## config.mk

```make
export PLATFORM = sky130hd
export DESIGN_NAME = sequential_list_table_unit_flat
export DESIGN_NICKNAME = d
export VERILOG_FILES = /design/src/hdl/lst_pkg.sv /design/src/hdl/lst_if.sv /design/src/hdl/lst_mem.sv /design/src/hdl/lst_ctrl.sv /design/src/hdl/sequential_list_table_unit.sv /design/src/flat_wrapper.sv
export SDC_FILE = /design/constraint.sdc
export NUM_CORES = 2
export LEC_CHECK = 0
export ABC_AREA = 1
export BUFFER_PORTS_ARGS = -buffer_cell sky130_fd_sc_hd__buf_2
export CAP_MARGIN = 30
export CELL_PAD_IN_SITES_DETAIL_PLACEMENT = 1
export CELL_PAD_IN_SITES_GLOBAL_PLACEMENT = 2
export CORE_MARGIN = 4
export CORE_UTILIZATION = 40
export CTS_CLUSTER_SIZE = 30
export DETAILED_ROUTE_END_ITERATION = 12
export PLACE_DENSITY_LB_ADDON = 0.2
export SLEW_MARGIN = 0
export SYNTH_ARGS = -nofsm -noshare
export SYNTH_HDL_FRONTEND = slang
export SYNTH_HIERARCHICAL = 1
export SYNTH_SLANG_ARGS = --single-unit
```

## constraint.sdc

```tcl
create_clock -name clk_i -period 4.8 [get_ports clk_i]
set_clock_uncertainty 0.1 [all_clocks]
set_input_delay 0.96 -clock clk_i [delete_from_list [all_inputs] [get_ports clk_i]]
set_output_delay 0.96 -clock clk_i [all_outputs]
set_load 0.01 [all_outputs]
```

## src/hdl/lst_pkg.sv

```systemverilog
`timescale 1ns / 1ps

package lst_pkg;

  localparam int unsigned CAPACITY_DEF    = 64;
  localparam int unsigned ENTRY_WIDTH_DEF = 32;

  localparam int unsigned FUNC_W   = 3;
  localparam int unsigned VALUE_W  = 32;
  localparam int unsigned POS_W    = 6;
  localparam int unsigned STATUS_W = 3;
  localparam int unsigned FIDX_W   = 6;
  localparam int unsigned RVAL_W   = 32;
  localparam int unsigned ECNT_W   = 7;

  typedef enum logic [FUNC_W-1:0] {
    FN_APPEND   = 3'd0,
    FN_INSERT   = 3'd1,
    FN_DEL_VAL  = 3'd2,
    FN_DEL_POS  = 3'd3,
    FN_SEARCH   = 3'd4,
    FN_READ     = 3'd5,
    FN_CLEAR    = 3'd6
  } func_e;

  typedef enum logic [STATUS_W-1:0] {
    STAT_OK       = 3'd0,
    STAT_FULL     = 3'd1,
    STAT_EMPTY    = 3'd2,
    STAT_BADPOS   = 3'd3,
    STAT_NOTFOUND = 3'd4
  } status_e;

  // Sequencer states.
  typedef enum logic [3:0] {
    S_IDLE   = 4'b0001,
    S_START  = 4'b0010,
    S_SCAN   = 4'b0100,
    S_FINISH = 4'b1000
  } state_e;

  typedef struct packed {
    logic rd_en;
    logic wr_en;
  } mem_ctl_t;

  typedef struct packed {
    logic [STATUS_W-1:0]      status;
    logic [FIDX_W-1:0]        found_index;
    logic signed [RVAL_W-1:0] read_value;
    logic [ECNT_W-1:0]        entry_count;
    logic                     is_empty;
    logic                     is_full;
  } rsp_t;

endpackage

```

## src/hdl/lst_if.sv

```systemverilog
`timescale 1ns / 1ps

interface lst_req_if import lst_pkg::*; ();
  logic                      valid;
  logic                      ready;
  logic [FUNC_W-1:0]         func;
  logic signed [VALUE_W-1:0] value;
  logic [POS_W-1:0]          position;

  modport source (output valid, func, value, position, input ready);
  modport sink (input valid, func, value, position, output ready);
endinterface

interface lst_rsp_if import lst_pkg::*; ();
  logic                     valid;
  logic                     ready;
  logic [STATUS_W-1:0]      status;
  logic [FIDX_W-1:0]        found_index;
  logic signed [RVAL_W-1:0] read_value;
  logic [ECNT_W-1:0]        entry_count;
  logic                     is_empty;
  logic                     is_full;

  modport source (output valid, status, found_index, read_value, entry_count, is_empty,
                  is_full, input ready);
  modport sink (input valid, status, found_index, read_value, entry_count, is_empty,
                is_full, output ready);
endinterface

```

## src/hdl/lst_mem.sv

```systemverilog
`timescale 1ns / 1ps

module lst_mem import lst_pkg::*; #(
  parameter int unsigned DEPTH = CAPACITY_DEF,
  parameter int unsigned WIDTH = ENTRY_WIDTH_DEF
) (
  input  logic                     clk_i,
  input  mem_ctl_t                 ctl_i,
  input  logic [$clog2(DEPTH)-1:0] rd_addr_i,
  input  logic [$clog2(DEPTH)-1:0] wr_addr_i,
  input  logic [WIDTH-1:0]         wr_data_i,
  output logic [WIDTH-1:0]         rd_data_o
);

  logic [WIDTH-1:0] mem_q [DEPTH];
  logic [WIDTH-1:0] rd_data_q;

  always_ff @(posedge clk_i) begin
    if (ctl_i.wr_en) begin
      mem_q[wr_addr_i] <= wr_data_i;
    end
  end

  always_ff @(posedge clk_i) begin
    if (ctl_i.rd_en) begin
      rd_data_q <= mem_q[rd_addr_i];
    end
  end

  assign rd_data_o = rd_data_q;

endmodule

```

## src/hdl/lst_ctrl.sv

```systemverilog
`timescale 1ns / 1ps

module lst_ctrl import lst_pkg::*; #(
  parameter int unsigned CAPACITY    = CAPACITY_DEF,
  parameter int unsigned ENTRY_WIDTH = ENTRY_WIDTH_DEF
) (
  input  logic                        clk_i,
  input  logic                        rst_ni,
  input  logic                        req_valid_i,
  output logic                        req_ready_o,
  input  logic [FUNC_W-1:0]           req_func_i,
  input  logic signed [VALUE_W-1:0]   req_value_i,
  input  logic [POS_W-1:0]            req_position_i,
  output logic                        rsp_valid_o,
  input  logic                        rsp_ready_i,
  output rsp_t                        rsp_o,
  output mem_ctl_t                    mem_ctl_o,
  output logic [$clog2(CAPACITY)-1:0] mem_rd_addr_o,
  output logic [$clog2(CAPACITY)-1:0] mem_wr_addr_o,
  output logic [ENTRY_WIDTH-1:0]      mem_wr_data_o,
  input  logic [ENTRY_WIDTH-1:0]      mem_rd_data_i
);

  localparam int unsigned IW   = $clog2(CAPACITY);
  localparam int unsigned CW   = $clog2(CAPACITY + 1);
  localparam int unsigned CMPW = (CW > POS_W) ? CW : POS_W;
  localparam int unsigned EW   = ENTRY_WIDTH;

  state_e               state_q, state_d;
  logic [FUNC_W-1:0]    op_q, op_d;
  logic [EW-1:0]        val_q, val_d;
  logic [POS_W-1:0]     pos_q, pos_d;
  logic [CW-1:0]        count_q, count_d;
  logic [IW-1:0]        ptr_q, ptr_d;
  logic [CW-1:0]        left_q, left_d;
  logic [CW-1:0]        wcnt_q, wcnt_d;
  logic                 pend_q, pend_d;
  logic [IW-1:0]        pidx_q, pidx_d;
  logic                 hit_q, hit_d;
  logic [IW-1:0]        fidx_q, fidx_d;
  logic [EW-1:0]        rval_q, rval_d;
  status_e              stat_q, stat_d;
  logic                 rsp_valid_q, rsp_valid_d;
  rsp_t                 rsp_q, rsp_d;

  logic                 is_full;
  logic                 is_empty;
  logic                 pos_bad;
  logic                 issue;
  logic                 match;
  logic [IW-1:0]        pos_a;
  logic [CMPW-1:0]      count_c;
  logic [CMPW-1:0]      pos_c;

  assign is_full  = (count_q == CW'(CAPACITY));
  assign is_empty = (count_q == '0);
  assign count_c  = CMPW'(count_q);
  assign pos_c    = CMPW'(pos_q);
  assign pos_bad  = (pos_c >= count_c);
  assign pos_a    = IW'(pos_q);
  // The one comparator that the delete-by-value and search scans share.
  assign match    = (mem_rd_data_i == val_q);
  // A search stops issuing reads once it has found its entry.
  assign issue    = (left_q != '0) && !hit_q;

  always_comb begin
    state_d       = state_q;
    op_d          = op_q;
    val_d         = val_q;
    pos_d         = pos_q;
    count_d       = count_q;
    ptr_d         = ptr_q;
    left_d        = left_q;
    wcnt_d        = wcnt_q;
    pend_d        = pend_q;
    pidx_d        = pidx_q;
    hit_d         = hit_q;
    fidx_d        = fidx_q;
    rval_d        = rval_q;
    stat_d        = stat_q;
    rsp_valid_d   = rsp_valid_q && !rsp_ready_i;
    rsp_d         = rsp_q;
    req_ready_o   = 1'b0;
    mem_ctl_o     = '0;
    mem_rd_addr_o = ptr_q;
    mem_wr_addr_o = '0;
    mem_wr_data_o = val_q;

    unique case (state_q)
      S_IDLE: begin
        req_ready_o = 1'b1;
        if (req_valid_i) begin
          op_d    = req_func_i;
          val_d   = EW'(req_value_i);
          pos_d   = req_position_i;
          state_d = S_START;
        end
      end

      S_START: begin
        stat_d  = STAT_OK;
        hit_d   = 1'b0;
        fidx_d  = '0;
        rval_d  = '0;
        wcnt_d  = '0;
        pend_d  = 1'b0;
        left_d  = '0;
        state_d = S_FINISH;
        unique case (op_q)
          FN_APPEND: begin
            if (is_full) begin
              stat_d = STAT_FULL;
            end else begin
              mem_ctl_o.wr_en = 1'b1;
              mem_wr_addr_o   = count_q[IW-1:0];
              count_d         = CW'(count_q + 1'b1);
            end
          end
          FN_INSERT: begin
            if (is_full) begin
              stat_d = STAT_FULL;
            end else begin
              // Move entries up from the tail down to index zero.
              ptr_d   = IW'(count_q - 1'b1);
              left_d  = count_q;
              state_d = S_SCAN;
            end
          end
          FN_DEL_VAL, FN_SEARCH: begin
            if (is_empty) begin
              stat_d = STAT_EMPTY;
            end else begin
              ptr_d   = '0;
              left_d  = count_q;
              state_d = S_SCAN;
            end
          end
          FN_DEL_POS: begin
            if (is_empty) begin
              stat_d = STAT_EMPTY;
            end else if (pos_bad) begin
              stat_d = STAT_BADPOS;
            end else begin
              ptr_d   = IW'(pos_a + 1'b1);
              left_d  = CW'(count_c - pos_c - 1'b1);
              state_d = S_SCAN;
            end
          end
          FN_READ: begin
            if (is_empty) begin
              stat_d = STAT_EMPTY;
            end else if (pos_bad) begin
              stat_d = STAT_BADPOS;
            end else begin
              ptr_d   = pos_a;
              left_d  = CW'(1);
              state_d = S_SCAN;
            end
          end
          FN_CLEAR: begin
            count_d = '0;
          end
          default: begin
          end
        endcase
      end

      S_SCAN: begin
        if (issue) begin
          mem_ctl_o.rd_en = 1'b1;
          ptr_d  = (op_q == FN_INSERT) ? IW'(ptr_q - 1'b1) : IW'(ptr_q + 1'b1);
          left_d = CW'(left_q - 1'b1);
        end
        pend_d = issue;
        pidx_d = ptr_q;

        if (pend_q) begin
          // Handle the entry read in the previous cycle.
          unique case (op_q)
            FN_INSERT: begin
              mem_ctl_o.wr_en = 1'b1;
              mem_wr_addr_o   = IW'(pidx_q + 1'b1);
              mem_wr_data_o   = mem_rd_data_i;
            end
            FN_DEL_VAL: begin
              if (!match) begin
                mem_ctl_o.wr_en = 1'b1;
                mem_wr_addr_o   = wcnt_q[IW-1:0];
                mem_wr_data_o   = mem_rd_data_i;
                wcnt_d          = CW'(wcnt_q + 1'b1);
              end
            end
            FN_DEL_POS: begin
              mem_ctl_o.wr_en = 1'b1;
              mem_wr_addr_o   = IW'(pidx_q - 1'b1);
              mem_wr_data_o   = mem_rd_data_i;
            end
            FN_SEARCH: begin
              if (match && !hit_q) begin
                hit_d  = 1'b1;
                fidx_d = pidx_q;
              end
            end
            FN_READ: begin
              rval_d = mem_rd_data_i;
            end
            default: begin
            end
          endcase
        end else if (!issue) begin
          state_d = S_FINISH;
          unique case (op_q)
            FN_INSERT: begin
              mem_ctl_o.wr_en = 1'b1;
              mem_wr_addr_o   = '0;
              mem_wr_data_o   = val_q;
              count_d         = CW'(count_q + 1'b1);
            end
            FN_DEL_VAL: begin
              stat_d  = (wcnt_q == count_q) ? STAT_NOTFOUND : STAT_OK;
              count_d = wcnt_q;
            end
            FN_DEL_POS: begin
              count_d = CW'(count_q - 1'b1);
            end
            FN_SEARCH: begin
              stat_d = hit_q ? STAT_OK : STAT_NOTFOUND;
            end
            default: begin
            end
          endcase
        end
      end

      S_FINISH: begin
        if (!rsp_valid_q || rsp_ready_i) begin
          rsp_valid_d       = 1'b1;
          rsp_d.status      = stat_q;
          rsp_d.found_index = FIDX_W'(fidx_q);
          rsp_d.read_value  = RVAL_W'(rval_q);
          rsp_d.entry_count = ECNT_W'(count_q);
          rsp_d.is_empty    = is_empty;
          rsp_d.is_full     = is_full;
          state_d           = S_IDLE;
        end
      end

      default: begin
        state_d = S_IDLE;
      end
    endcase
  end

  always_ff @(posedge clk_i or negedge rst_ni) begin
    if (!rst_ni) begin
      state_q     <= S_IDLE;
      count_q     <= '0;
      left_q      <= '0;
      pend_q      <= 1'b0;
      hit_q       <= 1'b0;
      rsp_valid_q <= 1'b0;
    end else begin
      state_q     <= state_d;
      count_q     <= count_d;
      left_q      <= left_d;
      pend_q      <= pend_d;
      hit_q       <= hit_d;
      rsp_valid_q <= rsp_valid_d;
    end
  end

  always_ff @(posedge clk_i) begin
    op_q   <= op_d;
    val_q  <= val_d;
    pos_q  <= pos_d;
    ptr_q  <= ptr_d;
    wcnt_q <= wcnt_d;
    pidx_q <= pidx_d;
    fidx_q <= fidx_d;
    rval_q <= rval_d;
    stat_q <= stat_d;
    rsp_q  <= rsp_d;
  end

  assign rsp_valid_o = rsp_valid_q;
  assign rsp_o       = rsp_q;

endmodule

```

## src/hdl/sequential_list_table_unit.sv

```systemverilog
`timescale 1ns / 1ps
// Channel  | Direction | Payload
// req_i    | in        | func, value, position
// rsp_o    | out       | status, found_index, read_value, entry_count, is_empty, is_full
//
// Append, clear and rejected requests pass through the start and finish states to the result;
// read, head insert and both deletes also pass through the scan state, which walks the list:
// the entry memory has one read and one write port, so the scan moves one entry per cycle.
// Search scans the list too and stops issuing reads after the first match.
// Reset clears the count and the control state; entry contents are not cleared.
// The input closes while an item is in progress; a held result stalls the next item at its end.

module sequential_list_table_unit import lst_pkg::*; #(
  parameter int unsigned CAPACITY    = CAPACITY_DEF,
  parameter int unsigned ENTRY_WIDTH = ENTRY_WIDTH_DEF
) (
  input  logic       clk_i,
  input  logic       rst_ni,
  lst_req_if.sink    req_i,
  lst_rsp_if.source  rsp_o
);

  localparam int unsigned IW = $clog2(CAPACITY);

  mem_ctl_t               mem_ctl;
  logic [IW-1:0]          mem_rd_addr;
  logic [IW-1:0]          mem_wr_addr;
  logic [ENTRY_WIDTH-1:0] mem_wr_data;
  logic [ENTRY_WIDTH-1:0] mem_rd_data;
  rsp_t                   rsp;

  lst_ctrl #(
    .CAPACITY   (CAPACITY),
    .ENTRY_WIDTH(ENTRY_WIDTH)
  ) u_ctrl (
    .clk_i         (clk_i),
    .rst_ni        (rst_ni),
    .req_valid_i   (req_i.valid),
    .req_ready_o   (req_i.ready),
    .req_func_i    (req_i.func),
    .req_value_i   (req_i.value),
    .req_position_i(req_i.position),
    .rsp_valid_o   (rsp_o.valid),
    .rsp_ready_i   (rsp_o.ready),
    .rsp_o         (rsp),
    .mem_ctl_o     (mem_ctl),
    .mem_rd_addr_o (mem_rd_addr),
    .mem_wr_addr_o (mem_wr_addr),
    .mem_wr_data_o (mem_wr_data),
    .mem_rd_data_i (mem_rd_data)
  );

  lst_mem #(
    .DEPTH(CAPACITY),
    .WIDTH(ENTRY_WIDTH)
  ) u_mem (
    .clk_i    (clk_i),
    .ctl_i    (mem_ctl),
    .rd_addr_i(mem_rd_addr),
    .wr_addr_i(mem_wr_addr),
    .wr_data_i(mem_wr_data),
    .rd_data_o(mem_rd_data)
  );

  assign rsp_o.status      = rsp.status;
  assign rsp_o.found_index = rsp.found_index;
  assign rsp_o.read_value  = rsp.read_value;
  assign rsp_o.entry_count = rsp.entry_count;
  assign rsp_o.is_empty    = rsp.is_empty;
  assign rsp_o.is_full     = rsp.is_full;

endmodule

```

## src/flat_wrapper.sv

```systemverilog
// flat-port wrapper written by rule: the top's interface ports become plain ports
module sequential_list_table_unit_flat import lst_pkg::*;
#(
  parameter int unsigned CAPACITY    = CAPACITY_DEF,
  parameter int unsigned ENTRY_WIDTH = ENTRY_WIDTH_DEF
)
  (clk_i, rst_ni, req_i_valid, req_i_func, req_i_value, req_i_position, req_i_ready, rsp_o_valid, rsp_o_status, rsp_o_found_index, rsp_o_read_value, rsp_o_entry_count, rsp_o_is_empty, rsp_o_is_full, rsp_o_ready);
  lst_req_if req_i_i ();
  lst_rsp_if rsp_o_i ();
  input  logic clk_i;
  input  logic rst_ni;
  input wire logic [$bits(req_i_i.valid)-1:0] req_i_valid;
  input wire logic [$bits(req_i_i.func)-1:0] req_i_func;
  input wire logic [$bits(req_i_i.value)-1:0] req_i_value;
  input wire logic [$bits(req_i_i.position)-1:0] req_i_position;
  output wire logic [$bits(req_i_i.ready)-1:0] req_i_ready;
  output wire logic [$bits(rsp_o_i.valid)-1:0] rsp_o_valid;
  output wire logic [$bits(rsp_o_i.status)-1:0] rsp_o_status;
  output wire logic [$bits(rsp_o_i.found_index)-1:0] rsp_o_found_index;
  output wire logic [$bits(rsp_o_i.read_value)-1:0] rsp_o_read_value;
  output wire logic [$bits(rsp_o_i.entry_count)-1:0] rsp_o_entry_count;
  output wire logic [$bits(rsp_o_i.is_empty)-1:0] rsp_o_is_empty;
  output wire logic [$bits(rsp_o_i.is_full)-1:0] rsp_o_is_full;
  input wire logic [$bits(rsp_o_i.ready)-1:0] rsp_o_ready;
  assign req_i_i.valid = req_i_valid;
  assign req_i_i.func = req_i_func;
  assign req_i_i.value = req_i_value;
  assign req_i_i.position = req_i_position;
  assign req_i_ready = req_i_i.ready;
  assign rsp_o_valid = rsp_o_i.valid;
  assign rsp_o_status = rsp_o_i.status;
  assign rsp_o_found_index = rsp_o_i.found_index;
  assign rsp_o_read_value = rsp_o_i.read_value;
  assign rsp_o_entry_count = rsp_o_i.entry_count;
  assign rsp_o_is_empty = rsp_o_i.is_empty;
  assign rsp_o_is_full = rsp_o_i.is_full;
  assign rsp_o_i.ready = rsp_o_ready;
  sequential_list_table_unit #(.CAPACITY(CAPACITY), .ENTRY_WIDTH(ENTRY_WIDTH)) u_core (.clk_i(clk_i), .rst_ni(rst_ni), .req_i(req_i_i), .rsp_o(rsp_o_i));
endmodule
```

* After elaboration in Yosys (flattened, before gate mapping) *
Memories as Yosys holds them, arrays and structs flattened. A register that Yosys moved wholly into a read port is not among the register bits.
Index checks and enable logic that the tools add are counted.

operators by class
  $lt $le $gt $ge = 1
  div/mod/pow operators = 0
  muxes and demuxes = 87
  $add $sub $neg = 11
  shift operators = 0
  multiply operators = 0
  bitwise operators = 0
  reduce and logical (&&, ||, !) cells = 25
  eq/ne operators = 35

operators by type and width
  kind                   number
  $mux W32               5
  $pmux W32 S2           2
  $mux W6                15
  $mux W7                11
  $pmux W7 S2            4
  $pmux W6 S2            3
  $eq A32 B32 Y1         1
  $mux W4                8
  $pmux W7 S4            1
  $pmux W6 S4            1
  $ne A3 B3 Y1 const B   7
  $pmux W7 S3            1
  $sub A7 B1 Y7 const B  3
  $mux W1                19
  $add A6 B1 Y6 const B  3
  $pmux W6 S3            1
  $ne A2 B2 Y1 const B   8
  $pmux W4 S4            1
  $reduce_and A4 Y1      4
  $mux W3                5
  $add A7 B1 Y7 const B  2
  $pmux W3 S2            2
  $pmux W4 S3            1
  $sub A6 B1 Y6 const B  2
  other kinds (30)       49

word-level totals
  memories = 1
  input bits = 45
  bits in writable memories = 2048
  output and inout port bits = 52
  register bits = 172
  bits in latches = 0
  logic and storage cells = 181
  ROM bits = 0

memory list
  memory              depth  width  rd ports  clocked after Yosys merged registers in  write ports  RTL line       source
  u_core.u_mem.mem_q  64     32     1         1                                        1            lst_mem.sv:15  logic [WIDTH-1:0] mem_q [DEPTH];

* Depth between registers and ports, before layout *
  depth in word-level cells = 7
  mapped depth = 18
  mapped depth without buffers = 17

* By module *
The synthesis kept the hierarchy.

modules (own cells, without submodules)
  module    times used  area each (um2)  cells an instance
  lst_mem   1           83106.0          6785
  lst_ctrl  1           9514.1           1113

* Worst setup path before layout *
Ideal clock, no wire load.

  path kind = register to register
  from = reg u_core.u_ctrl.op_q[2]
  to = mem u_core/u_mem/mem_q[61][0] (netlist bit) (enable)
  path buffers = 1
  stages on the path, launching flop included = 16
  path slack = -470 ps
  period minus slack after synthesis = 5270 ps
  arrival = 4709 ps
  path through = edfxtp_1 inv_2 nand2_1 nor2_2 buf_2 ha_1 nand2_1 nand2_1 a31oi_1 xor2_1 or2_2 nand2_1 nand2_1 nand2_1 nand2_1 nor3_1

between the ends
  elaborated cells between the ends (all ways) = 17
  classes of those cells = 3 x eq/ne; 12 x mux; 2 x reduce/logical

RTL lines
  what                                                 RTL line                          source
  from (decl)                                          lst_ctrl.sv:30                    logic [FUNC_W-1:0] op_q, op_d;
  from (signal assigned)                               lst_ctrl.sv:273                   op_q <= op_d;
  $eq A3 B2 Y1 / $eq A3 B1 Y1 (equally long branches)  lst_ctrl.sv:179                   unique case (op_q)
  $pmux W6 S3                                          lst_ctrl.sv:179
  $mux W6                                              lst_ctrl.sv:177                   if (pend_q) begin
  $pmux W6 S2 (*)                                      lst_ctrl.sv:89                    unique case (state_q)
  named net u_core.mem_wr_addr[3]                      sequential_list_table_unit.sv:27  logic [IW-1:0] mem_wr_addr;
  to (decl)                                            lst_mem.sv:15

The timed path passes the listed nets; every way through them passes the cells marked *.

* Final worst setup path *
  from = reg u_core.u_ctrl.op_q[2]
  to = mem u_core/u_mem/mem_q[20][23] (netlist bit) (enable)

The elaborated chain is that of the path after synthesis.

==> impl_metrics.py <==
metrics = {
    "detailed_routing": {
        "drc": 0,
        "viasPerCell": 5.59,
        "drt_iter0_markers": 5990,
        "ant_nets": 0,
        "drt-pass1-iter-count": 5,
        "wl_per_cell_um": 27.2,
        "vias": 62800,
        "routed_wl_mm": 306,
    },
    "min_path": {
        "min_path_type": "input port to flop",
        "hold_depth": 1,
    },
    "yosys": {
        "synth_cell_type_count": 42,
        "syn_area_um2": 92600,
        "synth_seq_cells": 2252,
        "synth_edf_count": 2231,
        "synth_area_leaders": "edfxtp_1 (72%), nand3_1 (11%), nand2_1 (10%)",
        "synth-compound-area-share_pct": 1.18,
        "synth_largest_area_cell": "edfxtp_1",
        "synth_warnings": 6,
        "synth_xor_area_share_pct": 0.312,
        "synth_simple_gate_area_share_pct": 21.8,
        "postSynthCellCount": 7898,
        "ys_seq_area_share_pct": 72.9,
        "yosys.area.top_type_share_pct": 72.3,
        "synth_fa_ha_area_share_pct": 0.416,
        "synth_nets": 7972,
        "synthFlopType": "edfxtp_1",
        "synth_mux_area_share_pct": 0,
        "synth_top_family_by_area": "simple AND/OR/NAND/NOR gates",
        "syn_area_per_cell_um2": 11.7,
        "ys_async_sr_fraction_pct": 0.933,
    },
    "sta": {
        "hold_slack_ns": 0.136,
        "setup_ws_ns": 0.442,
        "fmaxAchievable_ghz": 0.229,
        "final_hold_viol_count": 0,
        "timing.final.crit_share_pct": 90.8,
        "drv_slew": 0,
        "setup_viol": 0,
        "finalCriticalPeriod_ns": 4.36,
        "tightestPinTransition_ns": 1.30,
        "slew_headroom_pct": 13.5,
        "rsz0062_at_grt": "no",
    },
    "final_layout": {
        "fillCellCount": 23800,
        "fin_nets": 8073,
        "layout-drive-gt1-share_pct": 9.69,
        "regArea_um2": 67500,
        "multi_input_area_um2": 22900,
        "utilization_pct": 46.2,
        "area_delta_synth_final_pct": 14.8,
    },
    "clock_tree": {
        "insertion_delay_ns": 0.91,
        "h-tree-depth": 4,
        "cts_buffer_depth": 3,
        "cts_resized": 0,
        "cts_buffers": 234,
        "clk_pin_slew_ns": 0.07,
        "cts-root-buf": "clkbuf_16",
        "tritoncts": "yes",
        "cts.sinks": 2252,
    },
    "placed_design": {
        "hpwl_mm": 186,
        "port_buffers": 96,
        "gp_congestion": 0.845,
        "dpl_worst_slack_ns": 0.572,
    },
    "grt": {
        "grt_pass1_wl_mm": 446,
        "grt_overflow_total": 0,
        "antenna_found_initial": 16,
        "grt_pass1_vias": 63700,
        "grt.total_usage_pct": 25.3,
        "grt_max_degree": 175,
    },
    "floorplanning": {
        "initial_utilization_pct": 40.2,
        "dieArea_um2": 239000,
        "die-width_um": 489,
        "dieHeight_um": 489,
        "fp.coreArea_um2": 230000,
        "core.rowCount": 176,
        "io_pins": 97,
    },
    "outcome": {
        "status": "completed",
    },
    "power": {
        "p_total_mw": 50.8,
        "p_leak_nw": 37.9,
        "power_density_nw_per_um2": 477,
        "peakVddDrop_uv": 350,
    },
    "setup_path": {
        "start_kind": "flop",
        "cp-end-kind": "flop",
        "cp_max_fo": 32,
        "path_class": "flop to flop",
        "reg2reg_depth": 15,
        "cp.arrival_ns": 4.77,
        "required_ns": 5.21,
    },
    "run": {
        "drv_cap": 0,
    },
}
-- per-layer routing --
metal | wire length [um] | track usage [%] | vias to the layer above | part of all wire (%)
met4 | 7680 | 6.55 | 2 | 2.5
met2 | 140000 | 39.5 | 1903 | 46
met5 | 16 | 0 | - | 0.0052
li1 | - | - | 28000 | -
met1 | 140000 | 37.6 | 32500 | 46
met3 | 17700 | 3.22 | 342 | 5.8
-- layout by cell type (no fill, tap or decap), types with 4 or more instances in the layout --
master      instances
nand2_1          2533
edfxtp_1         2231
nand3_1          1962
clkbuf_16         234
inv_1             165
buf_4             145
nor2_1            109
buf_12            108
o21ai_0           101
buf_2              96
clkinv_1           63
nor2_4             62
clkbuf_1           52
a21oi_1            38
clkinv_2           35
o21ai_4            28
ha_1               26
bufinv_16          24
o21ai_1            24
dfrtp_1            20
xnor2_1            18
xor2_1             15
nor3_1             14
clkinv_16          10
nand4_1             7
inv_6               6
clkinv_4            6
diode_2             5
inv_2               5
nor2_2              5
clkinvlp_4          4
o22ai_4             4
o22ai_1             4
or2_2               4
-- state kept, by name, indices dropped and copies added, names as in the netlist, 7 cells and up --
| signal | cells |
|---|---|
| u_core/u_mem/rd_data_o | 32 |
| u_core/u_ctrl/wcnt_q | 7 |
| u_core/u_ctrl/rval_q | 32 |
| u_core/u_ctrl/left_q | 7 |
| u_core/u_mem/mem_q | 2048 |
| u_core/u_ctrl/rsp_o | 50 |
| u_core/u_ctrl/count_c | 7 |
| u_core/u_ctrl/val_q | 32 |
-- synthesized netlist by cell type, types with 2 or more instances --
| cell type | number |
|---|---|
| or2_2 | 4 |
| and2_0 | 2 |
| clkbuf_1 | 100 |
| nand3_1 | 1963 |
| nand3_2 | 2 |
| a22oi_1 | 2 |
| o21ai_1 | 27 |
| inv_2 | 7 |
| buf_4 | 43 |
| nand2_1 | 2533 |
| o21ai_0 | 126 |
| nor2_2 | 5 |
| nor3_1 | 18 |
| ha_1 | 26 |
| nor4_1 | 2 |
| xnor2_1 | 18 |
| dfrtp_1 | 20 |
| o22ai_1 | 8 |
| edfxtp_1 | 2231 |
| fa_1 | 3 |
| o21bai_1 | 3 |
| buf_2 | 261 |
| nor2_1 | 171 |
| inv_1 | 168 |
| buf_6 | 16 |
| a21oi_1 | 38 |
| nand4_1 | 7 |
| buf_1 | 66 |
| xor2_1 | 15 |
-- worst paths after layout --
path | start | end | slack, ns
min in group asynchronous | rst_ni | u_core/u_ctrl/left_q[5] | 0.48
worst max register to register | u_core/u_ctrl/op_q[2] | u_core/u_mem/mem_q[20][23] | 0.44
worst max-delay path | u_core/u_ctrl/op_q[2] | u_core/u_mem/mem_q[20][23] | 0.44
worst min-delay path | req_i_position[3] | u_core/u_ctrl/pos_a[3] | 0.14
worst min register to register | u_core/u_ctrl/rval_q[21] | u_core/u_ctrl/rsp_o[30] | 0.32
max in group asynchronous | rst_ni | u_core/u_ctrl/pend_q | 3.72
-- final cells by class --
class	instances	area share, %
Antenna cell	5	0.0118
Clock buffer	286	5.69
Clock inverter	149	1.51
Inverter	177	0.662
Multi-Input combinational cell	4982	21.5
Sequential cell	2252	63.5
Tap cell	3026	3.56
Timing Repair Buffer	352	3.57
-- power breakdown --
group,internal (mW),switching (mW)
Sequential,22.8,0.197
Combinational,2.23,7.30
Clock,10.3,7.90
-- metrics by stage --
step | cells | setup TNS (ns) | cell area (um^2)
2_1_floorplan | 7898 | -30.07 | 92600
3_3_place_gp | 10800 | 0 | 98400
3_5_place_dp | 10800 | 0 | 98600
4_1_cts | 11200 | 0 | 106000
5_1_grt | 11200 | 0 | 106000
6_report | 11200 | 0 | 106000
-- critical path: stages, from the launching register on --
cell      delay, ns
edfxtp_1       0.47
inv_2          0.14
nand2_1        0.13
nor2_2         0.24
buf_4          0.31
fa_1           0.45
nand2_1        0.08
nand2_1        0.06
nand2_1        0.05
o21ai_0        0.18
buf_4          0.23
nor3_1         0.32
nand2_1        0.36
buf_4          0.34
nor2_4         0.08
buf_4          0.38
-- what timing repair did --
action,in CTS,in global routing
hold buffers,1,0
endpoints found under the hold margin,20,0
setup buffers,0,0
-- cells by family after synthesis --
family / Yosys count
buffers and inverters: 664
and+or+nand+nor: 4710
adders and majority gates: 29
DFF: 2252
AOI/OAI and AO/OA: 210
xor gates and xnor gates: 33
Note: power is estimated with default switching activity, not from simulation.
